`config.mk`:
```
export PLATFORM = sky130hd
export DESIGN_NAME = egas_ram
export DESIGN_NICKNAME = d
export VERILOG_FILES = /design/src/rtl/egas_ram.sv
export SDC_FILE = /design/constraint.sdc
export NUM_CORES = 2
export LEC_CHECK = 0
export BUFFER_PORTS_ARGS = -buffer_cell sky130_fd_sc_hd__buf_2
export CORE_AREA = 4 4 516 1029
export CTS_BUF_LIST = sky130_fd_sc_hd__clkbuf_4 sky130_fd_sc_hd__clkbuf_8 sky130_fd_sc_hd__clkbuf_16
export DETAILED_ROUTE_END_ITERATION = 16
export DIE_AREA = 0 0 520 1033
export HOLD_SLACK_MARGIN = 0.08
export PLACE_DENSITY = 0.41
export SETUP_SLACK_MARGIN = 0.5
export SYNTH_ARGS = -nofsm -noshare
export SYNTH_HDL_FRONTEND = slang
export SYNTH_SLANG_ARGS = --single-unit
export TNS_END_PERCENT = 10
```
`constraint.sdc`:
```
create_clock -name i_clk -period 4.2 [get_ports i_clk]
set_input_delay 0.42 -clock i_clk [delete_from_list [all_inputs] [get_ports i_clk]]
set_output_delay 0.42 -clock i_clk [all_outputs]
set_load 0.05 [all_outputs]
```
`src/rtl/egas_ram.sv`:
```
// generic single-write, single-read ram with registered read data
module egas_ram #(
    parameter int WIDTH = 32,
    parameter int DEPTH = 128
) (
    input  logic                     i_clk,
    input  logic                     i_we,
    input  logic [$clog2(DEPTH)-1:0] i_waddr,
    input  logic [WIDTH-1:0]         i_wdata,
    input  logic                     i_re,
    input  logic [$clog2(DEPTH)-1:0] i_raddr,
    output logic [WIDTH-1:0]         o_rdata
);

    logic [WIDTH-1:0] r_mem [DEPTH];
    logic [WIDTH-1:0] r_rdata;

    always_ff @(posedge i_clk) begin
        if (i_we) begin
            r_mem[i_waddr] <= i_wdata;
        end
        if (i_re) begin
            r_rdata <= r_mem[i_raddr];
        end
    end

    assign o_rdata = r_rdata;

endmodule

```
Yosys cells after proc, flatten, opt, wreduce, memory -nomap -nowiden:

Memories as Yosys holds them, arrays and structs flattened. A register that Yosys moved wholly into a read port is not among the register bits.
Index checks and enable logic that the tools add are counted.

* input port bits: 49
* bits in registers: 0
* memories kept: 1
* output and inout bits: 32
* memory bits (writable): 4096

* mux-type cells: 2

Memories
* r_mem: depth 128, width 32, read ports 1, clocked after Yosys merged registers in 1, wr ports 1, RTL line 15 `logic [WIDTH-1:0] r_mem [DEPTH];`

Operators with widths (count)
* $mux W1: 2

Longest topological paths before layout:

* word-level depth: 2
* gate-level depth with buffers: 8
* depth with buffers taken out: 4

Least setup slack after synthesis:

No wires, ideal clock.

* path type: input-to-reg
* start point: input port i_we
* end point: memory r_mem[98][0], enable pin
* stages: 3
* library setup time: 461 ps
* setup slack: 541 ps
* buffers on the path: 1
* arrival: 3198 ps
* data required time: 3739 ps
* cells stage by stage: clkbuf_1 nand4_1 nor3_1

* word-level cells in the longest chain between the ends: 2

Ends and longest elaborated chain
* from (decl): RTL line 7 `input logic i_we,`
* $mux W1: RTL line 19 `if (i_we) begin`
* $mux W1 (implied by the code): RTL line 20 `r_mem[i_waddr] <= i_wdata;`
* to (decl): RTL line 15

Every way passes these cells.

==> metrics.md <==
| Metric | Value |
|---|---|
| Final GP Congestion | 0.764 |
| DR WL/cell | 37.4 um |
| Count of filler cells inserted in the layout | 48,100 |
| Most Frequent Cell on Critical Path | mux4_2 |
| Area used by sequential logic in the layout | 0.124 sq mm |
| Die area | 0.537 sq mm |
| Seq cells post-synth | 4,128 |
| Yosys cell types | 16 |
| Average size of a mapped cell | 26.1 sq um |
| Buffer levels on the longest clock path | 4 |
| Instance count along the most critical hold path | 1 |
| Cell count after synthesis | 5,990 |
| Min-Delay Startpoint | i_wdata[2] |
| Number of clock sinks | 4,128 |
| Routed met3 length | 18,700 um |
| Later-pin clock latency in the skew report | 0.93 ns |
| Post-synthesis mux area share | 0.196 |
| Period utilization | 0.748 |
| Slew @ Worst Pin | 1.20 ns |
| Warnings from Yosys | 0 |
| FP Rows | 376 |
| Final setup violation count | 0 |
| Die width | 520 um |
| CP Class | input port to flip-flop |
| # H-tree levels | 5 |
| Worst Path Arrival | 3.80 ns |
| Area of the multi-input gates | 0.0323 sq mm |
| Main combinational cell family by area after synthesis | multiplexers |
| Static Leak | 55.3 nW |
| Root buffer cell | clkbuf_16 |
| R2R depth | 4 |
| Relative max-transition margin | 0.197 |
| Vertical extent of the die | 1030 um |
| Terminus of the critical flop-to-flop path | o_rdata[11]$_DFFE_PP_ |
| Category of the worst setup path capture point | flip-flop |
| Number of antenna violations at the first check in global routing | 84 |
| Final #Nets | 6,610 |
| First-pass GRT wire length | 706,000 um |
| Simple-Gate Fraction of Synth Area | 0.00445 |
| Family with the most delay on the worst path | multiplexers |
| Dominant cells by area after synthesis | edfxtp_1 (79%), mux4_2 (19%), clkbuf_1 (0.44%), nor2_1 (0.29%), buf_2 (0.25%) |
| Post-CTS clock slew at the launch and capture registers of the worst setup and hold paths | 0.06 ns |
| Total Routed Length | 529,000 um |
| XOR/XNOR share of the synthesized area | 0 |
| Final critical path time including I/O delays and setup | 3.14 ns |
| Power density cells | 469 mW/mm^2 |
| Number of vias in the routed layout | 70,700 |
| Crit-path max cell delay | 0.79 ns |
| Pin count of the biggest net entering global routing | 129 |
| Final worst slack | 1.06 ns |
| Seq/Total Area, Yosys | 0.792 |
| Buffers added on ports | 80 |
| Critical R2R Launch | r_mem[77][11]$_DFFE_PP_ |
| Via count of the first global-routing pass | 75,900 |
| Max-cap violations | 0 |
| Sort of element at the start of the critical path | input port |
| I/O pin count | 81 |
| Post-CTS repair timing setup buffer count | 0 |
| Routed met1 length | 189,000 um |
| Detailed route wirelength on metal2 | 304,000 um |
| Max IR drop VDD | 0.000307 V |
| Post-Synthesis Cell Area | 0.157 sq mm |
| Area growth, synth to finish | 17.5% |
| Cell at the slowest stage of the critical path | mux4_2 |
| Pre-CTS setup slack | 0.0366 ns |
| Endpoint with the worst hold slack | r_mem[89][2]$_DFFE_PP_ |
| 1st-iter DRT viols | 6,950 |
| Most area-hungry cell type in the Yosys netlist | edfxtp_1 |
| Register-to-register setup slack | 1.14 ns |
| Pre-antenna DRT Iters | 8 |
| Area of the core | 0.523 sq mm |
| Skew final | 0.0574 ns |
| Ratio of routed vias to standard cells | 5.01 |
| Inserted Clock Buffers | 366 |
| Number of hold violations in the final report | 0 |
| Post-route antenna net violation count | 0 |
| Post-Synth Adder-Cell Area | 0 |
| Highest achievable clock rate | 318 MHz |
| Top layer used by detailed routing | met5 |
| Setup Total Neg Slack | 0 ns |
| Initial Util | 0.299 |
| CP required | 4.86 ns |
| Unrepaired setup endpoints after global routing | false |
| Top cell type's share of synthesized area | 0.792 |
| Gr usage total | 0.194 |
| Kind of path behind the tightest hold check | input port to flip-flop |
| Number of pins with negative max-slew slack in the final report | 0 |
| Worst-path cell chain | buf_8 -> buf_12 -> buf_4 -> mux4_2 -> mux4_2 -> mux4_2 -> mux2_2 |
| TritonCTS clock tree | done |
| Result of the run | finished, final reports clean |
| Share of cells above drive strength 1 | 0.381 |
| Grt ovf | 0 |
| # DRC | 0 |
| Post-Route Hold Slack | 0.108 ns |
| Buf/Inv on CP | 3 |
| Synth Net Count | 6,039 |
| Area fraction in compound gates after synthesis | 0 |
| Half-perimeter wire length after detailed placement | 323,000 um |
| Highest net fanout along the worst path | 38 |
==> cells in the mapped netlist <==
cell / count
nor2_1: 122
buf_1: 50
nor3_1: 9
mux2_2: 32
nand3_1: 12
buf_2: 79
buf_4: 3
nor2b_1: 7
nand2_1: 14
buf_6: 2
clkbuf_1: 182
nand2b_1: 2
edfxtp_1: 4128
mux4_2: 1344
nand4_1: 3
or3_1: 1
==> placed cells by master (no fill, tap or decap), drive strengths merged, types with 14 or more instances in the layout <==
| cell | count |
|---|---|
| clkinvlp | 21 |
| edfxtp | 4128 |
| inv | 16 |
| diode | 272 |
| dlygate4sd3 | 17 |
| mux4 | 1344 |
| mux2 | 32 |
| nand2 | 14 |
| nor2 | 122 |
| buf | 502 |
| bufinv | 48 |
| clkbuf | 442 |
| clkinv | 139 |
==> sequential cells by signal, indices dropped and copies added (netlist names) <==
| signal | count |
|---|---|
| o_rdata | 32 |
| r_mem | 4096 |
==> metrics by stage <==
step                      cell area, sq um  total power, mW  cells   util
after floorplan                     157000             48.8   5990      -
after global placement              171000             51.9  13200  0.327
after global routing                184000             88.9  14100  0.352
final                               184000             86.3  14100  0.352
after detailed placement            171000             52.0  13200  0.327
after CTS                           183000             87.4  13900  0.351
==> worst max-delay path by stage <==
stage	slack, ns	cells after the start	end	from
4_1_cts	1.04	7	o_rdata[12]$_DFFE_PP_	i_raddr[2]
2_1_floorplan	0.54	3	r_mem[98][0]$_DFFE_PP_	i_we
5_1_grt	1.05	7	o_rdata[12]$_DFFE_PP_	i_raddr[2]
3_5_place_dp	0.04	7	o_rdata[12]$_DFFE_PP_	i_raddr[2]
3_3_place_gp	0.07	7	o_rdata[12]$_DFFE_PP_	i_raddr[2]
6_report	1.06	7	o_rdata[12]$_DFFE_PP_	i_raddr[2]
==> metal layers <==
| layer | up-vias | track usage |
|---|---|---|
| li1 | 27800 | - |
| met1 | 40600 | 0.217 |
| met2 | 1843 | 0.380 |
| met3 | 490 | 0.0186 |
| met4 | 14 | 0.0676 |
| met5 | - | 0 |
==> cell families after synthesis <==
logic type | Yosys count
buffers and inverters | 316
flip-flops | 4128
multiplexers | 1376
AND/OR/NAND/NOR | 170
==> power by group <==
group          internal (mW)  switching [mW]  total, mW
Combinational           1.82            3.42       5.24
Clock                   19.8            15.6       35.4
Sequential              45.5           0.126       45.6
Total                   67.2            19.1       86.3
==> layout make-up <==
type	count	area share
flip-flops and latches	4128	0.673
multi-input cells	1546	0.175
clock buffers	442	0.0538
well taps	6993	0.0475
repair buffers	519	0.0328
clock inverters	224	0.0133
diodes	272	0.00370
==> repair_timing <==
item                                    in CTS  in global routing
gates resized for setup                      0                  0
hold buffers                                17                  0
hold endpoints to repair                   492                  0
endpoints found under the setup margin       0                  0
No activity file was read; power rests on OpenSTA's default activity.
