$ cat config.mk
export PLATFORM = sky130hd
export DESIGN_NAME = egas_mod
export DESIGN_NICKNAME = d
export VERILOG_FILES = /design/src/rtl/egas_pkg.sv /design/src/rtl/egas_mod.sv
export SDC_FILE = /design/constraint.sdc
export NUM_CORES = 1
export LEC_CHECK = 0
export BUFFER_PORTS_ARGS = -buffer_cell sky130_fd_sc_hd__buf_2
export CAP_MARGIN = 20
export CORE_MARGIN = 2
export CORE_UTILIZATION = 45
export CTS_CLUSTER_DIAMETER = 200
export DETAILED_ROUTE_END_ITERATION = 16
export PLACE_DENSITY_LB_ADDON = 0.15
export SLEW_MARGIN = 0
export SYNTH_ARGS = -nofsm -noshare
export SYNTH_HDL_FRONTEND = slang
export SYNTH_SLANG_ARGS = --single-unit
export TNS_END_PERCENT = 1
$ cat constraint.sdc
create_clock -name i_clk -period 11.2 [get_ports i_clk]
set_input_delay 1.68 -clock i_clk [delete_from_list [all_inputs] [get_ports i_clk]]
set_output_delay 1.68 -clock i_clk [all_outputs]
set_load 0.05 [all_outputs]
$ cat src/rtl/egas_pkg.sv
// shared types, constants and codes for the epsilon-greedy action selector
package egas_pkg;

    localparam int NUM_STATES   = 16;
    localparam int NUM_ACTIONS  = 8;
    localparam int ROW_W        = (NUM_STATES > 1) ? $clog2(NUM_STATES) : 1;
    localparam int COL_W        = (NUM_ACTIONS > 1) ? $clog2(NUM_ACTIONS) : 1;
    localparam int CNT_W        = COL_W + 1;
    localparam int TABLE_DEPTH  = NUM_STATES * NUM_ACTIONS;
    localparam int ADDR_W       = ROW_W + COL_W;
    localparam int VALUE_W      = 32;

    localparam int EPS_W        = 7;
    localparam int AC_W         = 4;
    localparam int CFG_IDX_W    = 2;
    localparam int CFG_DATA_W   = 7;

    localparam logic [CFG_IDX_W-1:0] CFG_EPSILON = CFG_IDX_W'(0);
    localparam logic [CFG_IDX_W-1:0] CFG_ACTIONS = CFG_IDX_W'(1);

    localparam logic [EPS_W-1:0] EPSILON_RESET = EPS_W'(20);
    localparam logic [AC_W-1:0]  ACTIONS_RESET = AC_W'(8);

    localparam logic KIND_WRITE  = 1'b0;
    localparam logic KIND_SELECT = 1'b1;

    // iterative remainder unit: dividend consumed a few bits per cycle
    localparam int RAND_W     = 15;
    localparam int DIV_W      = 7;
    localparam int MOD_STEP   = 3;
    localparam int MOD_STEPS  = RAND_W / MOD_STEP;
    localparam int MOD_CNT_W  = $clog2(MOD_STEPS + 1);
    localparam logic [DIV_W-1:0] PERCENT_BASE = DIV_W'(100);

    // reciprocal of the percent base, exact quotient for any 15-bit word
    localparam int RECIP_W     = 13;
    localparam int RECIP_SHIFT = 19;
    localparam logic [RECIP_W-1:0] RECIP_PERCENT = RECIP_W'(5243);

    typedef struct packed {
        logic                kind;
        logic [3:0]          state_index;
        logic [2:0]          action_index;
        logic signed [31:0]  q_value;
        logic [RAND_W-1:0]   rand_explore;
        logic [RAND_W-1:0]   rand_pick;
    } t_in_item;

    typedef struct packed {
        logic [2:0] action;
        logic       explored;
    } t_out_item;

    typedef struct packed {
        logic              start;
        logic [RAND_W-1:0] dividend;
        logic [DIV_W-1:0]  divisor;
    } t_mod_req;

    typedef struct packed {
        logic             done;
        logic [DIV_W-1:0] rem;
    } t_mod_rsp;

    typedef enum logic [1:0] {
        S_IDLE,
        S_SCAN,
        S_PICK,
        S_OUT
    } t_state;

endpackage

$ cat src/rtl/egas_mod.sv
// iterative remainder unit, a few dividend bits per cycle
module egas_mod import egas_pkg::*; (
    input  logic     i_clk,
    input  logic     i_rst_n,
    input  t_mod_req i_req,
    output t_mod_rsp o_rsp
);

    logic                 r_busy;
    logic                 r_done;
    logic [MOD_CNT_W-1:0] r_cnt;
    logic [RAND_W-1:0]    r_num;
    logic [DIV_W-1:0]     r_rem;
    logic [DIV_W-1:0]     r_div;
    logic [RAND_W-1:0]    n_num;
    logic [DIV_W-1:0]     n_rem;

    always_comb begin
        logic [DIV_W:0]    rem_t;
        logic [RAND_W-1:0] num_t;
        rem_t = {1'b0, r_rem};
        num_t = r_num;
        for (int j = 0; j < MOD_STEP; j++) begin
            rem_t = {rem_t[DIV_W-1:0], num_t[RAND_W-1]};
            num_t = num_t << 1;
            if (rem_t >= {1'b0, r_div}) begin
                rem_t = rem_t - {1'b0, r_div};
            end
        end
        n_num = num_t;
        n_rem = rem_t[DIV_W-1:0];
    end

    always_ff @(posedge i_clk) begin
        if (!i_rst_n) begin
            r_busy <= 1'b0;
            r_done <= 1'b0;
            r_cnt  <= '0;
        end else if (i_req.start) begin
            r_busy <= 1'b1;
            r_done <= 1'b0;
            r_cnt  <= MOD_CNT_W'(MOD_STEPS);
        end else if (r_busy) begin
            r_cnt <= r_cnt - MOD_CNT_W'(1);
            if (r_cnt == MOD_CNT_W'(1)) begin
                r_busy <= 1'b0;
                r_done <= 1'b1;
            end
        end
    end

    always_ff @(posedge i_clk) begin
        if (i_req.start) begin
            r_num <= i_req.dividend;
            r_rem <= '0;
            r_div <= i_req.divisor;
        end else if (r_busy) begin
            r_num <= n_num;
            r_rem <= n_rem;
        end
    end

    assign o_rsp.done = r_done;
    assign o_rsp.rem  = r_rem;

endmodule

# Yosys cells after proc, flatten, opt, wreduce, memory -nomap -nowiden

Index checks and enable logic that the tools add are counted.

Add/subtract/negate cells: 4
Multiplexer cells: 10
Bitwise logic cells: 1
Equality and inequality tests: 1
Reduce and logical (&&, ||, !) cells: 3
Order comparisons: 3

Operators with widths:

| operator                                                           | number |
|---|---|
| 15-bit two-way mux                                                 | 2 |
| 8-bit by 7-bit greater-or-equal comparator with 1-bit output       | 3 |
| 7-bit two-way mux                                                  | 3 |
| 7-bit subtractor                                                   | 3 |
| 3-bit two-way mux                                                  | 2 |
| 3-bit by 1-bit == test with 1-bit output, second input constant    | 1 |
| 1-bit two-way mux                                                  | 3 |
| 3-bit by 1-bit subtractor with 3-bit output, second input constant | 1 |
| 2-bit AND reduction                                                | 1 |
| 2-bit nonzero test                                                 | 1 |
| 2-bit OR reduction                                                 | 1 |
| 1-bit inverter                                                     | 1 |

Bits in registers: 34
Input bits: 25

# Logic depth before layout (Yosys ltp)

Depth after elaboration: 6
Gate-level depth with buffers: 24

# Worst setup path before layout

No wires, ideal clock.

Path type: register -> register
Start: register r_rem[5]
End: register r_rem[1]
Cell stages (with the launch flop): 21
Setup slack: 5,555 ps
Setup time: 122 ps
Period minus slack after synthesis: 5,645 ps
Arrival time: 5,523 ps
Required time: 11,078 ps
Cell sequence: dfxtp_1 > ha_1 > a211oi_1 > nand2_1 > nor3_4 > mux2_2 > ha_1 > nor2b_1 > o31a_1 > o31ai_1 > o311ai_4 > mux2i_1 > fa_1 > a21oi_1 > o22ai_1 > nor2_1 > o21ai_0 > a21oi_1 > clkbuf_1 > nand2_1 > a311o_1

Cells in the longest elaborated chain, start to end: 6
Elaborated cells on any way between the ends: 9
Classes of those cells: add/sub: 3; order compare: 3; mux: 3

Ends and longest elaborated chain:

| item                                                                                             | line                           | text |
|---|---|---|
| start, declared                                                                                  | egas_mod.sv:13                 | `logic [DIV_W-1:0] r_rem;` |
| start signal, assigned                                                                           | egas_mod.sv:59                 | `r_rem <= n_rem;` |
| 7-bit subtractor or 8-bit by 7-bit greater-or-equal comparator with 1-bit output (tied branches) | egas_mod.sv:27, egas_mod.sv:26 |  |
| 7-bit two-way mux (*)                                                                            | egas_mod.sv:26                 | `if (rem_t >= {1'b0, r_div}) begin` |
| 8-bit by 7-bit greater-or-equal comparator with 1-bit output or 7-bit subtractor (tied branches) | egas_mod.sv:26, egas_mod.sv:27 |  |
| 7-bit two-way mux (*)                                                                            | egas_mod.sv:26                 |  |
| 7-bit subtractor or 8-bit by 7-bit greater-or-equal comparator with 1-bit output (tied branches) | egas_mod.sv:27, egas_mod.sv:26 |  |
| 7-bit two-way mux (*)                                                                            | egas_mod.sv:26                 |  |

Every way passes the cells marked *; elsewhere a longest branch is shown, timed or not.
A chain may end at the register's enable or synchronous reset.

# Final worst setup path

Start: register r_num[14]
End: register r_rem[1]

Cells in the longest elaborated chain, start to end: 6
Elaborated cells on any way between the ends: 9
Classes of those cells: add/sub: 3; order compare: 3; mux: 3

Ends and longest elaborated chain:

| item                                                                                             | line                           | text |
|---|---|---|
| start, declared                                                                                  | egas_mod.sv:12                 | `logic [RAND_W-1:0] r_num;` |
| start signal, assigned                                                                           | egas_mod.sv:54                 | `r_num <= i_req.dividend;` |
| start signal, assigned                                                                           | egas_mod.sv:58                 | `r_num <= n_num;` |
| 7-bit subtractor or 8-bit by 7-bit greater-or-equal comparator with 1-bit output (tied branches) | egas_mod.sv:27, egas_mod.sv:26 |  |
| 7-bit two-way mux (*)                                                                            | egas_mod.sv:26                 |  |
| 8-bit by 7-bit greater-or-equal comparator with 1-bit output or 7-bit subtractor (tied branches) | egas_mod.sv:26, egas_mod.sv:27 |  |
| 7-bit two-way mux (*)                                                                            | egas_mod.sv:26                 |  |
| 7-bit subtractor or 8-bit by 7-bit greater-or-equal comparator with 1-bit output (tied branches) | egas_mod.sv:27, egas_mod.sv:26 |  |
| 7-bit two-way mux (*)                                                                            | egas_mod.sv:26                 |  |

Marked as above.

==> results.md <==
- The number of nets produced by synthesis is 295.
- The kind of cell with the highest combined delay along the critical path is compound AO/OA/AOI/OAI gates.
- The overall via count from detail_route is 1875.
- The maximum cell stage delay along the critical path is 780 ps.
- The x dimension of the die is 78.82 um.
- The post-DP HPWL is 4021 um.
- The number of buffers and inverters on the critical path is 2.
- In this run the power density over the cells is 302.3 nW/um2.
- At the pin with the least slew margin, the transition time is 965.1 ps.
- Wires add up to 5272 um.
- Counting flops with a built-in enable in the synthesized netlist gives 22.
- The combined area of all synthesized cells is 2519 um2.
- For the worst-skew pair, the clock arrives at the later sink with an insertion delay of 290 ps.
- The category of the most critical setup path is flip-flop to flip-flop.
- The synthesis-to-layout area growth is 14.26%.
- The initial utilization of the core area, before any placement, comes to 0.4631.
- The count of max-cap constraint violations is 0.
- Global routing finished with a remaining overflow of 0.
- The detail-routed net length per standard cell is 15.15 um.
- The peak supply drop is 0.0001765 V.
- The number of hold violations in the final report is 0.
- The type of element launching the critical path is a flip-flop.
- In the final layout, the share of cells above drive strength 1 is 0.2536.
- Setup repair after global routing left no endpoint under its margin.
- The number of antenna violations at the first check in global routing came to 0.
- The total number of placement rows is 27.
- The class of the most critical hold timing path is flip-flop to flip-flop.
- The finished cells cover 2878 um2.
- Dividing the final minimum period by the clock period gives 0.5575.
- Synthesis produced a netlist whose cell count is 244.
- The aggregate negative setup slack is 0 ps.
- The number of H-tree branching levels is 2.
- The worst-case headroom to the max-slew limit is 0.3566.
- The sequential share of the synthesized area is 0.3577.
- For this run, the top clock speed supported by timing is 160.2 MHz.
- The sequential cells in the finished layout cover a total of 900.9 um2.
- In this run the vertical extent of the chip is 78.82 um.
- The smallest clock period supported by the final layout is computed as 6244 ps.
- Clock-pin slew was measured on the worst setup and hold paths at 70 ps.
- The repair_antennas step left the layout with diodes totalling 0.
- The average vias per placed instance is 5.388.
- The number of synthesized register bits is 34.
- Among all flip-flop cells after synthesis, the most frequent one is edfxtp_1.
- The analysis attributes to cell leakage a power of 1.233 nW.
- After clock tree synthesis, the repair step resized 0 gates.
- In the synthesized netlist the async set-or-reset flop fraction comes to 0.
- The top fanout value on the critical path is 14.
- On the final layout, the worst clock skew is 4.300 ps.
- The total placed instance area is 2728 um2.
- A synthesized cell averages 10.32 um2.
- In the layout the commonest cells are 32 x buf_2, 25 x inv_1, 23 x ha_1.
- The clock passes through at most 2 buffers.
- The congestion estimate from routability-driven global placement came to 0.8857.
- The global-route wire length before repair is 9011 um.
- The number of distinct library cell variants in the gate-level netlist after synthesis is 52.
- Post-CTS timing repair inserted 0 buffers for setup.
- The required time at the endpoint of the critical path is 11370 ps.
- The tree is rooted in a clkbuf_8.
- The data arrival time of the critical path is 6420 ps.
- The multi-input combinational cell area is 1483 um2.
- The total of fill cells in the finished design is 508.
- Across every metal layer, demand over resource in global routing totals 0.1853.
- The first TritonRoute pass finished after 4 iterations.
- Buffers inserted to repair hold after CTS numbered 0.
- The number of placed instances, taps included is 339.
- Counting the buffers created by CTS gives 5.
- The first routing iteration left 53 violations.
- Once detail routing completed, the nets flagged for antenna violations numbered 0.
- The total clock sinks is 34.
- The setup check on the worst reg-to-reg path leaves a slack of 4960 ps.
- The die covers 6212 um2.
- The net count of the finished layout is 326.
- Once layout is complete, the cells apart from fillers number 348.
- The flow ran to the end, and the final reports show no timing, DRC or antenna violations.
- The endpoint class of the critical path is a flip-flop.
- The DRC violations left is 0.
- The signal on the critical path passes through inv_1 > ha_1 > inv_1 > fa_1 > a211oi_2 > nor3_2 > nor3_4 > mux2_2 > ha_1 > nor2b_1 > o31a_1 > o31ai_1 > o311ai_4 > mux2i_1 > fa_1 > a21oi_1 > o22ai_1 > nor2_1 > o21ai_0 > a21oi_1 > nand2_1 > a311o_1.
- The core region is 5439 um2.
- Setup violations remaining at the end of the flow were counted as 0.
- The most common library cell in the layout ignoring fill and taps is buf_2.
- The TritonCTS clock tree is yes.
- The total number of yosys warnings is 0.
- The count of final max-slew check failures is 0.
- Entering global routing, the biggest net connects 36 pins.
- On the critical path, the stage with the largest delay is an instance of a21oi_1.
- The number of global-route vias before repair is 1895.
- The number of port buffers is 32.
- Pin placement for this block handled 33 I/O pins.
- The final total power is 869.8 uW.
layout make-up:
class / count / area share
Tap cell: 72 / 0.03130
Timing Repair Buffer: 33 / 0.05826
Multi-Input combinational cell: 176 / 0.5152
Clock inverter: 2 / 0.02087
Sequential cell: 34 / 0.3130
Clock buffer: 6 / 0.02870
Inverter: 25 / 0.03261
worst min-delay path, delay by kind of cell (launching register included):
family	cells	cell delay (ps)
AO/OA/AOI/OAI	1	40
flip-flops	1	330
AND/OR/NAND/NOR	1	70
power breakdown:
part           switching [mW]  leakage [nW]  internal [mW]  total (mW)
combinational           0.326         0.841          0.241       0.567
clock                  0.0437        0.0714         0.0949       0.139
sequential             0.0132         0.320          0.151       0.164
registers in the layout, summed over array words and instances, names as in the netlist:
signal,count
r_done,1
r_num,15
r_div,7
r_rem,7
r_cnt,3
r_busy,1
cell usage after synthesis, types with 5 or more instances:
library cell  instances  area [um2]
a21o_1                5       37.54
a21oi_1               6       30.03
dfxtp_1              12       240.2
edfxtp_1             22       660.6
ha_1                 23       287.8
inv_1                25       93.84
mux2_2               20       225.2
mux2i_1               5       50.05
nand2_1               7       26.28
nand3_1               7       35.03
nor2_1               15       56.30
nor2b_1               6       37.54
o21a_1                7       52.55
o21ai_0               9       45.04
xnor2_1               5       43.79
stage by stage:
stage / setup WS [ps] / hold WS (ps) / utilization
after global placement: 5081 / 461.7 / 0.5015
after CTS: 4942 / 486.8 / 0.5277
after floorplan: 5555 / 438.0 / -
after detailed placement: 4972 / 472.1 / 0.5015
after global routing: 4360 / 505.8 / 0.5291
final: 4956 / 471.8 / 0.5291
per-layer routing:
metal  wire, um  global-route usage
met1       2517              0.2392
met2       2488              0.3103
met4        112             0.06724
met5          0                   0
met3        153             0.03523
final timing paths:
check / startpoint / endpoint / depth (start not counted)
worst max-delay path: r_num[14] / r_rem[1] / 22
worst max register to register: r_num[14] / r_rem[1] / 22
worst min-delay path: r_done / r_done / 2
worst min register to register: r_done / r_done / 2
logic make-up after synthesis:
family                     after synthesis  share of synthesized area
AOI/OAI and AO/OA                       57                     0.1783
xor gates and xnor gates                 9                    0.03129
adders and majority gates               26                     0.1381
buffers and inverters                   34                    0.05365
DFF                                     34                     0.3577
muxes                                   25                     0.1093
and+or+nand+nor                         59                     0.1316
No activity file was read; power rests on OpenSTA's default activity.
